File: src/hw/rtl/csr_sparse_matrix_vector_engine_defines.svh
// Assertion macros shared by the sparse matrix engine RTL.
`ifndef CSR_SPARSE_MATRIX_VECTOR_ENGINE_DEFINES_SVH
`define CSR_SPARSE_MATRIX_VECTOR_ENGINE_DEFINES_SVH
`ifndef ASSERT_OFF
// The consequent must hold in the same cycle as the antecedent.
`define ASSERT_IMPLY(label, ck, rn, pre, post) \
    label: assert property (@(posedge ck) disable iff (!rn) (pre) |-> (post)) \
        else $error("implication check failed");
// The consequent must hold in the cycle after the antecedent.
`define ASSERT_NEXT(label, ck, rn, pre, post) \
    label: assert property (@(posedge ck) disable iff (!rn) (pre) |=> (post)) \
        else $error("next-cycle check failed");
`else
`define ASSERT_IMPLY(label, ck, rn, pre, post)
`define ASSERT_NEXT(label, ck, rn, pre, post)
`endif
`endif

File: src/hw/rtl/csrsmv_pkg.sv
// Shared constants, operation codes and interface types of the sparse matrix engine.
package csrsmv_pkg;

    // Store sizes.
    localparam int MAX_ROWS    = 64;
    localparam int MAX_COLS    = 64;
    localparam int MAX_ENTRIES = 1024;

    // Field widths.
    localparam int OP_W  = 3;
    localparam int ROW_W = 7;
    localparam int COL_W = 6;
    localparam int POS_W = 11;
    localparam int VAL_W = 32;
    localparam int ST_W  = 2;

    // Derived address and counter widths.
    localparam int ROWPTR_AW = $clog2(MAX_ROWS + 1);
    localparam int ENTRY_AW  = $clog2(MAX_ENTRIES);
    localparam int PTR_W     = $clog2(MAX_ENTRIES + 1);
    localparam int VEC_AW    = $clog2(MAX_COLS);
    localparam int ACC_W     = VAL_W + $clog2(MAX_ENTRIES) + 1;

    // Operation codes.
    localparam logic [OP_W-1:0] OP_WR_VEC   = 3'd0;
    localparam logic [OP_W-1:0] OP_WR_ROW   = 3'd1;
    localparam logic [OP_W-1:0] OP_WR_ENTRY = 3'd2;
    localparam logic [OP_W-1:0] OP_PRODUCT  = 3'd3;
    localparam logic [OP_W-1:0] OP_READ     = 3'd4;
    localparam logic [OP_W-1:0] OP_SCALE    = 3'd5;

    // Status codes.
    localparam logic [ST_W-1:0] ST_OK    = 2'd0;
    localparam logic [ST_W-1:0] ST_RANGE = 2'd1;
    localparam logic [ST_W-1:0] ST_SAT   = 2'd2;

    // Commands from the controller to the datapath.
    typedef struct packed {
        logic load_item;
        logic clear_run;
        logic do_write;
        logic ptr_read;
        logic walk_load_ptrs;
        logic walk_load_all;
        logic walk_step;
        logic out_load;
    } dp_cmd_t;

    // Status from the datapath to the controller.
    typedef struct packed {
        logic [OP_W-1:0] op;
        logic            range_err;
        logic            walk_done;
        logic            pipe_busy;
    } dp_stat_t;

endpackage

File: src/hw/rtl/csrsmv_ctrl.sv
// Controller: sequences each operation and owns the input and output handshakes.
module csrsmv_ctrl
    import csrsmv_pkg::*;
(
    input  logic     clk,
    input  logic     rst_n,
    input  logic     in_valid,
    output logic     in_ready,
    output logic     out_valid,
    input  logic     out_ready,
    input  dp_stat_t stat,
    output dp_cmd_t  cmd
);

    typedef enum logic [5:0] {
        S_IDLE   = 6'b000001,
        S_DECODE = 6'b000010,
        S_PTR    = 6'b000100,
        S_WALK   = 6'b001000,
        S_DRAIN  = 6'b010000,
        S_RESP   = 6'b100000
    } state_t;

    state_t state_reg;
    state_t state_next;
    logic   out_valid_reg;

    // Next state and datapath commands.
    always_comb
    begin
        cmd        = '0;
        state_next = state_reg;
        case (state_reg)
            S_IDLE:
            begin
                if (in_valid)
                begin
                    cmd.load_item = 1'b1;
                    state_next    = S_DECODE;
                end
            end
            S_DECODE:
            begin
                cmd.clear_run = 1'b1;
                if (stat.range_err)
                begin
                    state_next = S_RESP;
                end
                else if (stat.op inside {OP_WR_VEC, OP_WR_ROW, OP_WR_ENTRY})
                begin
                    cmd.do_write = 1'b1;
                    state_next   = S_RESP;
                end
                else if (stat.op inside {OP_PRODUCT, OP_READ})
                begin
                    cmd.ptr_read = 1'b1;
                    state_next   = S_PTR;
                end
                else if (stat.op == OP_SCALE)
                begin
                    cmd.walk_load_all = 1'b1;
                    state_next        = S_WALK;
                end
                else
                begin
                    state_next = S_RESP;
                end
            end
            S_PTR:
            begin
                cmd.walk_load_ptrs = 1'b1;
                state_next         = S_WALK;
            end
            S_WALK:
            begin
                if (stat.walk_done)
                begin
                    state_next = S_DRAIN;
                end
                else
                begin
                    cmd.walk_step = 1'b1;
                end
            end
            S_DRAIN:
            begin
                if (!stat.pipe_busy)
                begin
                    state_next = S_RESP;
                end
            end
            S_RESP:
            begin
                if (!out_valid_reg || out_ready)
                begin
                    cmd.out_load = 1'b1;
                    state_next   = S_IDLE;
                end
            end
            default:
            begin
                state_next = S_IDLE;
            end
        endcase
    end

    // State and output valid registers.
    always_ff @(posedge clk or negedge rst_n)
    begin
        if (!rst_n)
        begin
            state_reg     <= S_IDLE;
            out_valid_reg <= 1'b0;
        end
        else
        begin
            state_reg <= state_next;
            if (cmd.out_load)
            begin
                out_valid_reg <= 1'b1;
            end
            else if (out_ready)
            begin
                out_valid_reg <= 1'b0;
            end
        end
    end

    assign in_ready  = (state_reg == S_IDLE);
    assign out_valid = out_valid_reg;

endmodule

File: config.mk
export PLATFORM = sky130hd
export DESIGN_NAME = csrsmv_ctrl
export DESIGN_NICKNAME = d
export VERILOG_FILES = /design/src/hw/rtl/csr_sparse_matrix_vector_engine_defines.svh /design/src/hw/rtl/csrsmv_pkg.sv /design/src/hw/rtl/csrsmv_ctrl.sv
export SDC_FILE = /design/constraint.sdc
export NUM_CORES = 1
export LEC_CHECK = 0
export BUFFER_PORTS_ARGS = -buffer_cell sky130_fd_sc_hd__buf_2
export CORE_AREA = 4 4 41 43
export DETAILED_ROUTE_END_ITERATION = 6
export DIE_AREA = 0 0 45 47
export PLACE_DENSITY_LB_ADDON = 0.05
export SYNTH_ARGS = -nofsm -noshare
export SYNTH_HDL_FRONTEND = slang
export SYNTH_SLANG_ARGS = --single-unit
File: constraint.sdc
create_clock -name clk -period 2.23 [get_ports clk]
set_input_delay 0.223 -clock clk [delete_from_list [all_inputs] [get_ports clk]]
set_output_delay 0.223 -clock clk [all_outputs]
set_load 0.03 [all_outputs]
==> results of run 1 <==
per-layer routing:
layer | vias up | wire, um | track usage (%) | part of all wire (%)
met5 | - | 0 | 0 | 0
met2 | 20 | 537 | 22.3 | 45
met4 | 0 | 29 | 8.77 | 2.4
met1 | 212 | 531 | 14.7 | 44
met3 | 3 | 98 | 3.45 | 8.2
li1 | 233 | - | - | -
layout make-up:
| type | count | area [um^2] |
|---|---|---|
| fillers | 133 | 642 |
| well taps | 15 | 18.8 |
| multi-input cells | 39 | 322 |
| inverters | 3 | 11.3 |
| clock buffers | 4 | 26.3 |
| flip-flops and latches | 7 | 176 |
| repair buffers | 20 | 105 |
kinds of logic after synthesis:
kind of cell	Yosys count	synth area share, %
xor gates and xnor gates	1	1.75
and+or+nand+nor	29	45.8
DFF	7	35.3
AOI/OAI and AO/OA	9	15.0
buffers and inverters	3	2.25
cells in the mapped netlist, types with 2 or more instances:
| cell | n |
|---|---|
| and3_1 | 3 |
| inv_1 | 3 |
| nand3b_1 | 3 |
| or4_4 | 2 |
| nand2b_1 | 2 |
| nor2b_1 | 2 |
| and2_2 | 2 |
| o21ai_0 | 2 |
| nor2_1 | 2 |
| dfrtp_1 | 6 |
final timing paths:
kind / from / to / slack, ns / depth (start not counted)
worst max-delay path: state_reg[5] / cmd[2] / 0.17 / 4
worst min-delay path: stat[1] / state_reg[4] / 0.20 / 2
worst max register to register: state_reg[2] / state_reg[0] / 0.73 / 3
worst min register to register: out_valid / out_valid / 0.69 / 2
max in group asynchronous: rst_n / state_reg[0] / 1.67 / 2
min in group asynchronous: rst_n / state_reg[5] / 0.33 / 2
metrics by stage:
step	hold slack, ns	std cells	utilization [%]	setup slack (ns)	instance area [um^2]
after floorplan	-0.0726	49	-	0.292	500
after global placement	0.0695	83	47.2	0.457	614
after detailed placement	0.0710	83	47.2	0.432	614
after CTS	0.186	88	50.0	0.133	651
after global routing	0.198	88	50.7	0.0587	659
final	0.199	88	50.7	0.168	659
worst max-delay path, stage by stage (launching register included):
cell,delay (ns)
dfrtp_1,0.46
or4_4,0.59
nor3_4,0.17
and3_1,0.17
buf_2,0.19
power groups by stage:
stage | logic (mW) | registers (mW) | clock network [mW]
3_3_place_gp | 0.284 | 0.191 | 0
6_report | 0.288 | 0.191 | 0.123
3_5_place_dp | 0.283 | 0.191 | 0
4_1_cts | 0.286 | 0.189 | 0.131
5_1_grt | 0.312 | 0.195 | 0.137
2_1_floorplan | 0.211 | 0.191 | 0
repair_timing:
action,4_1_cts,5_1_grt
endpoints found under the hold margin,6,0
setup endpoints to repair,0,1
resized for setup,0,1
hold buffers,1,0
==> key figures, run 1 <==
Die
  – Initial core utilization: 38.5%
  – Die Span X: approximately 45 um
  – Site row count: 13
  – IO Count: 20
  – Die ar.: between 0.002 and 0.0025 mm^2
  – Die Ht: ~47 um
  – CORE AREA: roughly 0.0013 mm^2

Synth
  – Avg Inst Size Synth: between 10 and 15 um^2
  – Count of state elements after synthesis: 7
  – Synthesized Nets: 59
  – Seq/Total Area, Yosys: between 30% and 40%
  – Post-synth top area cell: dfrtp_1
  – Ys Warns: 0
  – Largest cells by area after synthesis: dfrtp_1, dfstp_2, nand3b_1
  – Cells after Synth: between 40 and 50
  – EDFF count, synth: 0
  – Async SR Flop Fraction: 100%
  – Synth Flop Type: dfrtp_1
  – Synth Cell Area: ~500 um^2
  – Post-synth top area share: roughly 30%
  – Synth cell types: 32

Critical path
  – WP data arrival: roughly 1.8 ns
  – CP required: 2.01 ns
  – Crit path kind: reg -> out
  – Setup crit start kind: register
  – Crit path capture type: output port
  – CP max FO: 7

Clock tree
  – # H-tree levels: 1
  – CTS sink count: 7
  – CTS tree: built
  – Later-pin clock latency in the skew report: 0.26 ns
  – Clk root buf: clkbuf_4
  – Cts bufs inserted: 3
  – CTS max path bufs: 2
  – Clk pin slew, worst setup/hold paths: 0.06 ns
  – Setup bufs post-CTS: 0

Timing
  – Max Clock Skew: 0.00109 ns
  – Max Fclk: 485 MHz
  – Final hold violations: 0
  – Slew @ Worst Pin: 0.456 ns
  – RSZ-0062 raised after global routing: false
  – Final setup vio count: 0
  – Crit share post-route: 92.4%
  – Final setup TNS: 0 ns
  – Slew HR: between 60% and 70%
  – Final Critical Period: approximately 2.1 ns
  – Final Max Tran Viols: 0

Layout
  – Most common cell after layout, fill and taps aside: buf_2
  – Share of layout cells above drive strength 1: between 40% and 50%
  – Max FFs per register: 6
  – Diode count: 0
  – Commonest non-fill, non-tap cells in the layout: buf_2, dfrtp_1
  – # nets final: 84
  – Synth-to-layout area growth: 31.7%

Global routing
  – Vias in the first global route: just under 500
  – Initial antenna violation count: 0
  – Largest net degree at the start of global routing: 9
  – Overflow after GRT: 0
  – GRT Total Usage: 13.2%
  – Global-route wire length before repair: approximately 1900 um

Route
  – ANT nets after route: 0
  – Initial DRC Count: 8
  – Post-Route WL: 1200 um
  – Avg WL per Cell: between 10 and 15 um
  – DRC viols: 0
  – 1st-pass router iterations: 4
  – Routed vias: roughly 470
  – Vias/cell: approximately 5.3

Power and ir drop
  – P_int: 0.350 mW
  – Clock power frac: approximately 20%
  – Power consumption: between 0.6 and 0.7 mW
  – Seq pwr share: 31.7%
  – Maximum vdd drop: approximately 0.32 mV
  – Switching share of power: around two fifths
  – P_sw: 0.252 mW
  – Comb power frac: 47.9%
  – P_leak: 0.338 nW
  – Pwr Density: roughly 910 mW/mm^2

Min path
  – Hold crit path type: in -> reg

Placement
  – Routability cong.: 0.678
  – Post-DP HPWL: between 900 and 1000 um
  – PortBufs: 19

Outcome
  – Status: finished, final reports clean

Job
  – Max Cap Viol: 0
No activity file was read; power rests on OpenSTA's default activity.
==> run 2, diff against run 1 <==
- PLACE_DENSITY_LB_ADDON: 0.05 -> 0.15
- SKIP_CTS_REPAIR_TIMING: unset -> 1
==> run 2 against run 1 <==
Against the previous run:
- clock power down 4%
- clock-buffer cell count unchanged
- die area unchanged
- critical path type unchanged
- critical endpoint unchanged
==> key figures, run 2 (synthesized netlist as in run 1, its figures left out) <==
Layout
  – Non-Filler Instances: 88 (unchanged)
  – Diode count: 0 (unchanged)
  – Most common cell after layout, fill and taps aside: buf_2 (unchanged)
  – Finished Cell Area: 659 um^2 (unchanged)
  – Max FFs per register: 6 (unchanged)
  – # nets final: 84 (unchanged)
  – Area occupied by multi-input gates: 322 um^2 (unchanged)
  – Final Util: 50.7% (unchanged)
  – Share of layout cells above drive strength 1: 46.6% (unchanged)
  – Commonest non-fill, non-tap cells in the layout: buf_2, dfrtp_1 (unchanged)
  – Synth-to-layout area growth: 31.7% (unchanged)
  – Fillers: 140 (was 133)
  – Reg area: 176 um^2 (unchanged)

Timing
  – Slew HR: 70.9% (was 69.3%)
  – Crit share post-route: 91.9% (was 92.4%)
  – Final setup TNS: 0 ns (unchanged)
  – Max Clock Skew: 0.00207 ns (was 0.00109 ns)
  – Final Critical Period: 2.05 ns (was 2.06 ns)
  – Fin Hold WS: 0.210 ns (was 0.199 ns)
  – Final hold violations: 0 (unchanged)
  – Max Fclk: 488 MHz (was 485 MHz)
  – RSZ-0062 raised after global routing: false (unchanged)
  – Slew @ Worst Pin: 0.432 ns (was 0.456 ns)
  – Min setup slack post-route: 0.180 ns (was 0.168 ns)
  – Final Max Tran Viols: 0 (unchanged)
  – Final setup vio count: 0 (unchanged)

Power and ir drop
  – Maximum vdd drop: 0.401 mV (was 0.319 mV)
  – Pwr Density: 906 mW/mm^2 (was 913 mW/mm^2)
  – P_leak: 0.338 nW (unchanged)
  – Power consumption: 0.597 mW (was 0.602 mW)

Clock tree
  – # H-tree levels: 1 (unchanged)
  – Later-pin clock latency in the skew report: 0.25 ns (was 0.26 ns)
  – Cts bufs inserted: 3 (unchanged)
  – CTS tree: built (unchanged)
  – CTS sink count: 7 (unchanged)
  – Clk pin slew, worst setup/hold paths: 0.05 ns (was 0.06 ns)
  – Clk root buf: clkbuf_4 (unchanged)
  – CTS max path bufs: 2 (unchanged)

Critical path
  – Crit path kind: reg -> out (unchanged)
  – Critical-path cell list: or4_4 > nor3_4 > and3_1 > buf_2 (unchanged)
  – Levels on crit path: 4 (unchanged)
  – Slowest stage delay, CP: 0.58 ns (was 0.59 ns)
  – Critical path's top delay family: simple AND/OR/NAND/NOR gates (unchanged)
  – CP required: 2.01 ns (about the same)
  – Crit path capture type: output port (unchanged)
  – R2R depth: 3 (unchanged)
  – WP data arrival: 1.83 ns (was 1.84 ns)
  – CP Buf/Inv Count: 1 (unchanged)
  – Setup crit start kind: register (unchanged)
  – Critical path's slowest cell: or4_4 (unchanged)
  – CP max FO: 7 (unchanged)

Outcome
  – Status: finished, final reports clean (unchanged)

Route
  – DRC viols: 0 (unchanged)
  – Routed vias: 451 (was 468)
  – 1st-pass router iterations: 4 (unchanged)
  – Avg WL per Cell: 13.4 um (was 13.6 um)
  – Vias/cell: 5.13 (was 5.32)
  – Post-Route WL: 1180 um (was 1200 um)
  – ANT nets after route: 0 (unchanged)
  – Initial DRC Count: 4 (was 8)

Placement
  – Routability cong.: 0.711 (was 0.678)
  – Place WS: 0.409 ns (was 0.432 ns)
  – Dpl cells: 83 (unchanged)
  – Post-DP HPWL: 918 um (was 934 um)
  – PortBufs: 19 (unchanged)
  – Placed Area: 614 um^2 (unchanged)

Die
  – CORE AREA: 0.00130 mm^2 (unchanged)
  – Die ar.: 0.00212 mm^2 (unchanged)
  – IO Count: 20 (unchanged)
  – Site row count: 13 (unchanged)
  – Die Span X: 45 um (unchanged)
  – Initial core utilization: 38.5% (unchanged)
  – Die Ht: 47 um (unchanged)

Global routing
  – Initial antenna violation count: 0 (unchanged)
  – Vias in the first global route: 448 (was 484)
  – Overflow after GRT: 0 (unchanged)
  – Global-route wire length before repair: 1870 um (was 1930 um)
  – Largest net degree at the start of global routing: 9 (unchanged)
  – GRT Total Usage: 12.2% (was 13.2%)

Min path
  – Worst hold path depth: 2 (unchanged)
  – Hold crit path type: in -> reg (unchanged)

Job
  – Max Cap Viol: 0 (unchanged)
## run 2: cell counts in the layout (fill, tap and decap cells not counted)
Identical to the previous run, type by type.
## run 2: per-layer routing
layer / up-vias / global-route usage (%) / wire length [um]
met5: - / 0 / 0
met4: 0 / 3.51 / 6
met3: 3 / 5.75 / 123
met2: 23 / 19.5 / 536
met1: 193 / 14.7 / 516
li1: 232 / - / -
## run 2: worst paths after layout
kind	start	end	slack, ns
worst max-delay path	state_reg[5]	cmd[2]	0.18
worst min-delay path	stat[1]	state_reg[4]	0.21
worst max register to register	state_reg[5]	state_reg[3]	0.77
worst min register to register	out_valid	out_valid	0.69
max in group asynchronous	rst_n	state_reg[0]	1.64
min in group asynchronous	rst_n	out_valid	0.36
## run 2: report_power, final
group	internal (mW)	switching [mW]
Sequential	0.159	0.0346
Clock	0.0685	0.0495
Combinational	0.123	0.163
## run 2: cell type report
type | instances | area share (%)
repair buffers | 20 | 15.9
flip-flops and latches | 7 | 26.8
multi-input cells | 39 | 48.8
clock buffers | 4 | 3.98
inverters | 3 | 1.71
well taps | 15 | 2.85
## run 2: worst reg2reg max path, stage by stage, from the launching register on
cell and delay (ns):
dfrtp_1 0.45, or4_4 0.59, nor3_4 0.17, a311o_1 0.19
==> run 3, diff against run 2 <==
==> constraint.sdc (replaced) <==
create_clock -name clk -period 2.23 [get_ports clk]
set_input_delay 0.1115 -clock clk [delete_from_list [all_inputs] [get_ports clk]]
set_output_delay 0.1115 -clock clk [all_outputs]
set_load 0.03 [all_outputs]
==> run 3 against run 2 <==
Against the previous run:
- first-iteration DRC count unchanged
- combinational power about the same
- utilization down 0.67 points
- sequential power hardly changed
- non-clock buffer count unchanged
- setup slack improved by 0.11 ns
- clock skew rose by 0.0012 ns
- flip-flop and latch count unchanged
- via count increased by 4.4%
- global-route usage grew 0.94 points
==> key figures, run 3 (synthesized netlist as in run 1, its figures left out) <==
Critical path
  – Critical-path cell list: nor4_2 > nand2b_2 > a2111oi_2 > buf_2 (was or4_4 > nor3_4 > and3_1 > buf_2)
  – CP required: 2.12 ns (was 2.01 ns)
  – CP max FO: 7 (unchanged)
  – Worst Setup SP: state_reg[5] (unchanged)
  – Setup crit start kind: register (unchanged)
  – Crit path capture type: output port (unchanged)
  – CP Buf/Inv Count: 1 (unchanged)
  – RR Startpoint: state_reg[1] (was state_reg[5])
  – WP data arrival: 1.83 ns (about the same)
  – Slowest stage delay, CP: 0.44 ns (was 0.58 ns)
  – Crit path kind: reg -> out (unchanged)
  – Critical path's slowest cell: dfrtp_1 (was or4_4)
  – Critical path's top delay family: simple AND/OR/NAND/NOR gates (unchanged)

Global routing
  – Vias in the first global route: 479 (was 448)
  – Initial antenna violation count: 0 (unchanged)
  – GRT Total Usage: 13.2% (was 12.2%)
  – Overflow after GRT: 0 (unchanged)
  – Global-route wire length before repair: 2010 um (was 1870 um)
  – Largest net degree at the start of global routing: 9 (unchanged)

Power and ir drop
  – Comb power frac: 47.5% (was 47.9%)
  – Switching share of power: 42.0% (was 41.4%)
  – P_leak: 0.333 nW (was 0.338 nW)
  – P_sw: 0.251 mW (was 0.247 mW)
  – Maximum vdd drop: 0.453 mV (was 0.401 mV)
  – Pwr Density: 916 mW/mm^2 (was 906 mW/mm^2)
  – Power consumption: 0.596 mW (was 0.597 mW)
  – Seq pwr share: 32.4% (about the same)
  – P_int: 0.346 mW (was 0.350 mW)
  – Clock power frac: 20.1% (was 19.7%)

Timing
  – Crit share post-route: 87.2% (was 91.9%)
  – Final setup TNS: 0 ns (unchanged)
  – Slew @ Worst Pin: 0.439 ns (was 0.432 ns)
  – Min setup slack post-route: 0.286 ns (was 0.180 ns)
  – Final Max Tran Viols: 0 (unchanged)
  – Final Critical Period: 1.94 ns (was 2.05 ns)
  – Max Fclk: 514 MHz (was 488 MHz)
  – Final setup vio count: 0 (unchanged)
  – Slew HR: 70.5% (was 70.9%)
  – Max Clock Skew: 0.00324 ns (was 0.00207 ns)
  – Final hold violations: 0 (unchanged)
  – Fin Hold WS: 0.0941 ns (was 0.210 ns)
  – RSZ-0062 raised after global routing: false (unchanged)

Route
  – 1st-pass router iterations: 4 (unchanged)
  – Avg WL per Cell: 13.8 um (was 13.4 um)
  – Routed vias: 471 (was 451)
  – Vias/cell: 5.35 (was 5.13)
  – Initial DRC Count: 4 (unchanged)
  – Post-Route WL: 1220 um (was 1180 um)
  – DRC viols: 0 (unchanged)
  – ANT nets after route: 0 (unchanged)

Clock tree
  – # H-tree levels: 1 (unchanged)
  – Later-pin clock latency in the skew report: 0.25 ns (about the same)
  – Clk pin slew, worst setup/hold paths: 0.06 ns (was 0.05 ns)
  – CTS tree: built (unchanged)
  – CTS sink count: 7 (unchanged)
  – Clk root buf: clkbuf_4 (unchanged)
  – CTS max path bufs: 2 (unchanged)
  – Cts bufs inserted: 3 (unchanged)

Layout
  – Share of layout cells above drive strength 1: 46.6% (unchanged)
  – # nets final: 84 (unchanged)
  – Commonest non-fill, non-tap cells in the layout: buf_2, dfrtp_1 (unchanged)
  – Non-Filler Instances: 88 (unchanged)
  – Diode count: 0 (unchanged)
  – Max FFs per register: 6 (unchanged)
  – Synth-to-layout area growth: 30.0% (was 31.7%)
  – Most common cell after layout, fill and taps aside: buf_2 (unchanged)
  – Final Util: 50.0% (was 50.7%)
  – Finished Cell Area: 651 um^2 (was 659 um^2)

Placement
  – PortBufs: 19 (unchanged)
  – Post-DP HPWL: 932 um (was 918 um)
  – Routability cong.: 0.711 (unchanged)
  – Dpl cells: 83 (unchanged)
  – Placed Area: 614 um^2 (unchanged)
  – Place WS: 0.544 ns (was 0.409 ns)

Die
  – Die Span X: 45 um (unchanged)
  – CORE AREA: 0.00130 mm^2 (unchanged)
  – Die ar.: 0.00212 mm^2 (unchanged)
  – IO Count: 20 (unchanged)
  – Initial core utilization: 38.5% (unchanged)
  – Die Ht: 47 um (unchanged)
  – Site row count: 13 (unchanged)

Outcome
  – Status: finished, final reports clean (unchanged)

Min path
  – Hold Startpoint: stat[0] (was stat[1])
  – Hold crit path type: in -> reg (unchanged)

Job
  – Max Cap Viol: 0 (unchanged)
-- run 3: cell counts in the layout (fill, tap and decap cells not counted) --
Identical to the previous run, type by type.
-- run 3: per-layer routing --
layer	up-vias	track usage, %	routed length, um
li1	235	-	-
met5	-	0	0
met4	0	1.75	0
met2	21	22.3	565
met3	0	6.13	123
met1	215	15.6	526
-- run 3: worst min-delay path: stages --
cell and delay, ns:
buf_2 0.11, inv_1 0.04, o2bb2ai_1 0.05
-- run 3: power groups by stage --
stage	registers (mW)	clock network, mW	logic, mW
6_report	0.193	0.120	0.283
5_1_grt	0.196	0.134	0.308
4_1_cts	0.193	0.126	0.283
3_5_place_dp	0.194	0	0.281
3_3_place_gp	0.191	0	0.283
2_1_floorplan	0.191	0	0.211
-- run 3: path summary, 6_finish.rpt --
kind | depth (start not counted) | endpoint | slack [ns]
max in group asynchronous | 2 | state_reg[0] | 1.76
hold / removal | 3 | state_reg[4] | 0.09
setup / recovery | 4 | cmd[5] | 0.29
setup reg to reg | 3 | state_reg[0] | 0.77
hold reg to reg | 2 | out_valid | 0.67
min in group asynchronous | 2 | state_reg[4] | 0.24
-- run 3: cell type report --
class                      count  area (um^2)
fill                         134          651
multi-input combinational     39          313
sequential                     7          176
timing repair buffer          20          105
clock buffer                   4         26.3
tap                           15         18.8
inverter                       3         11.3
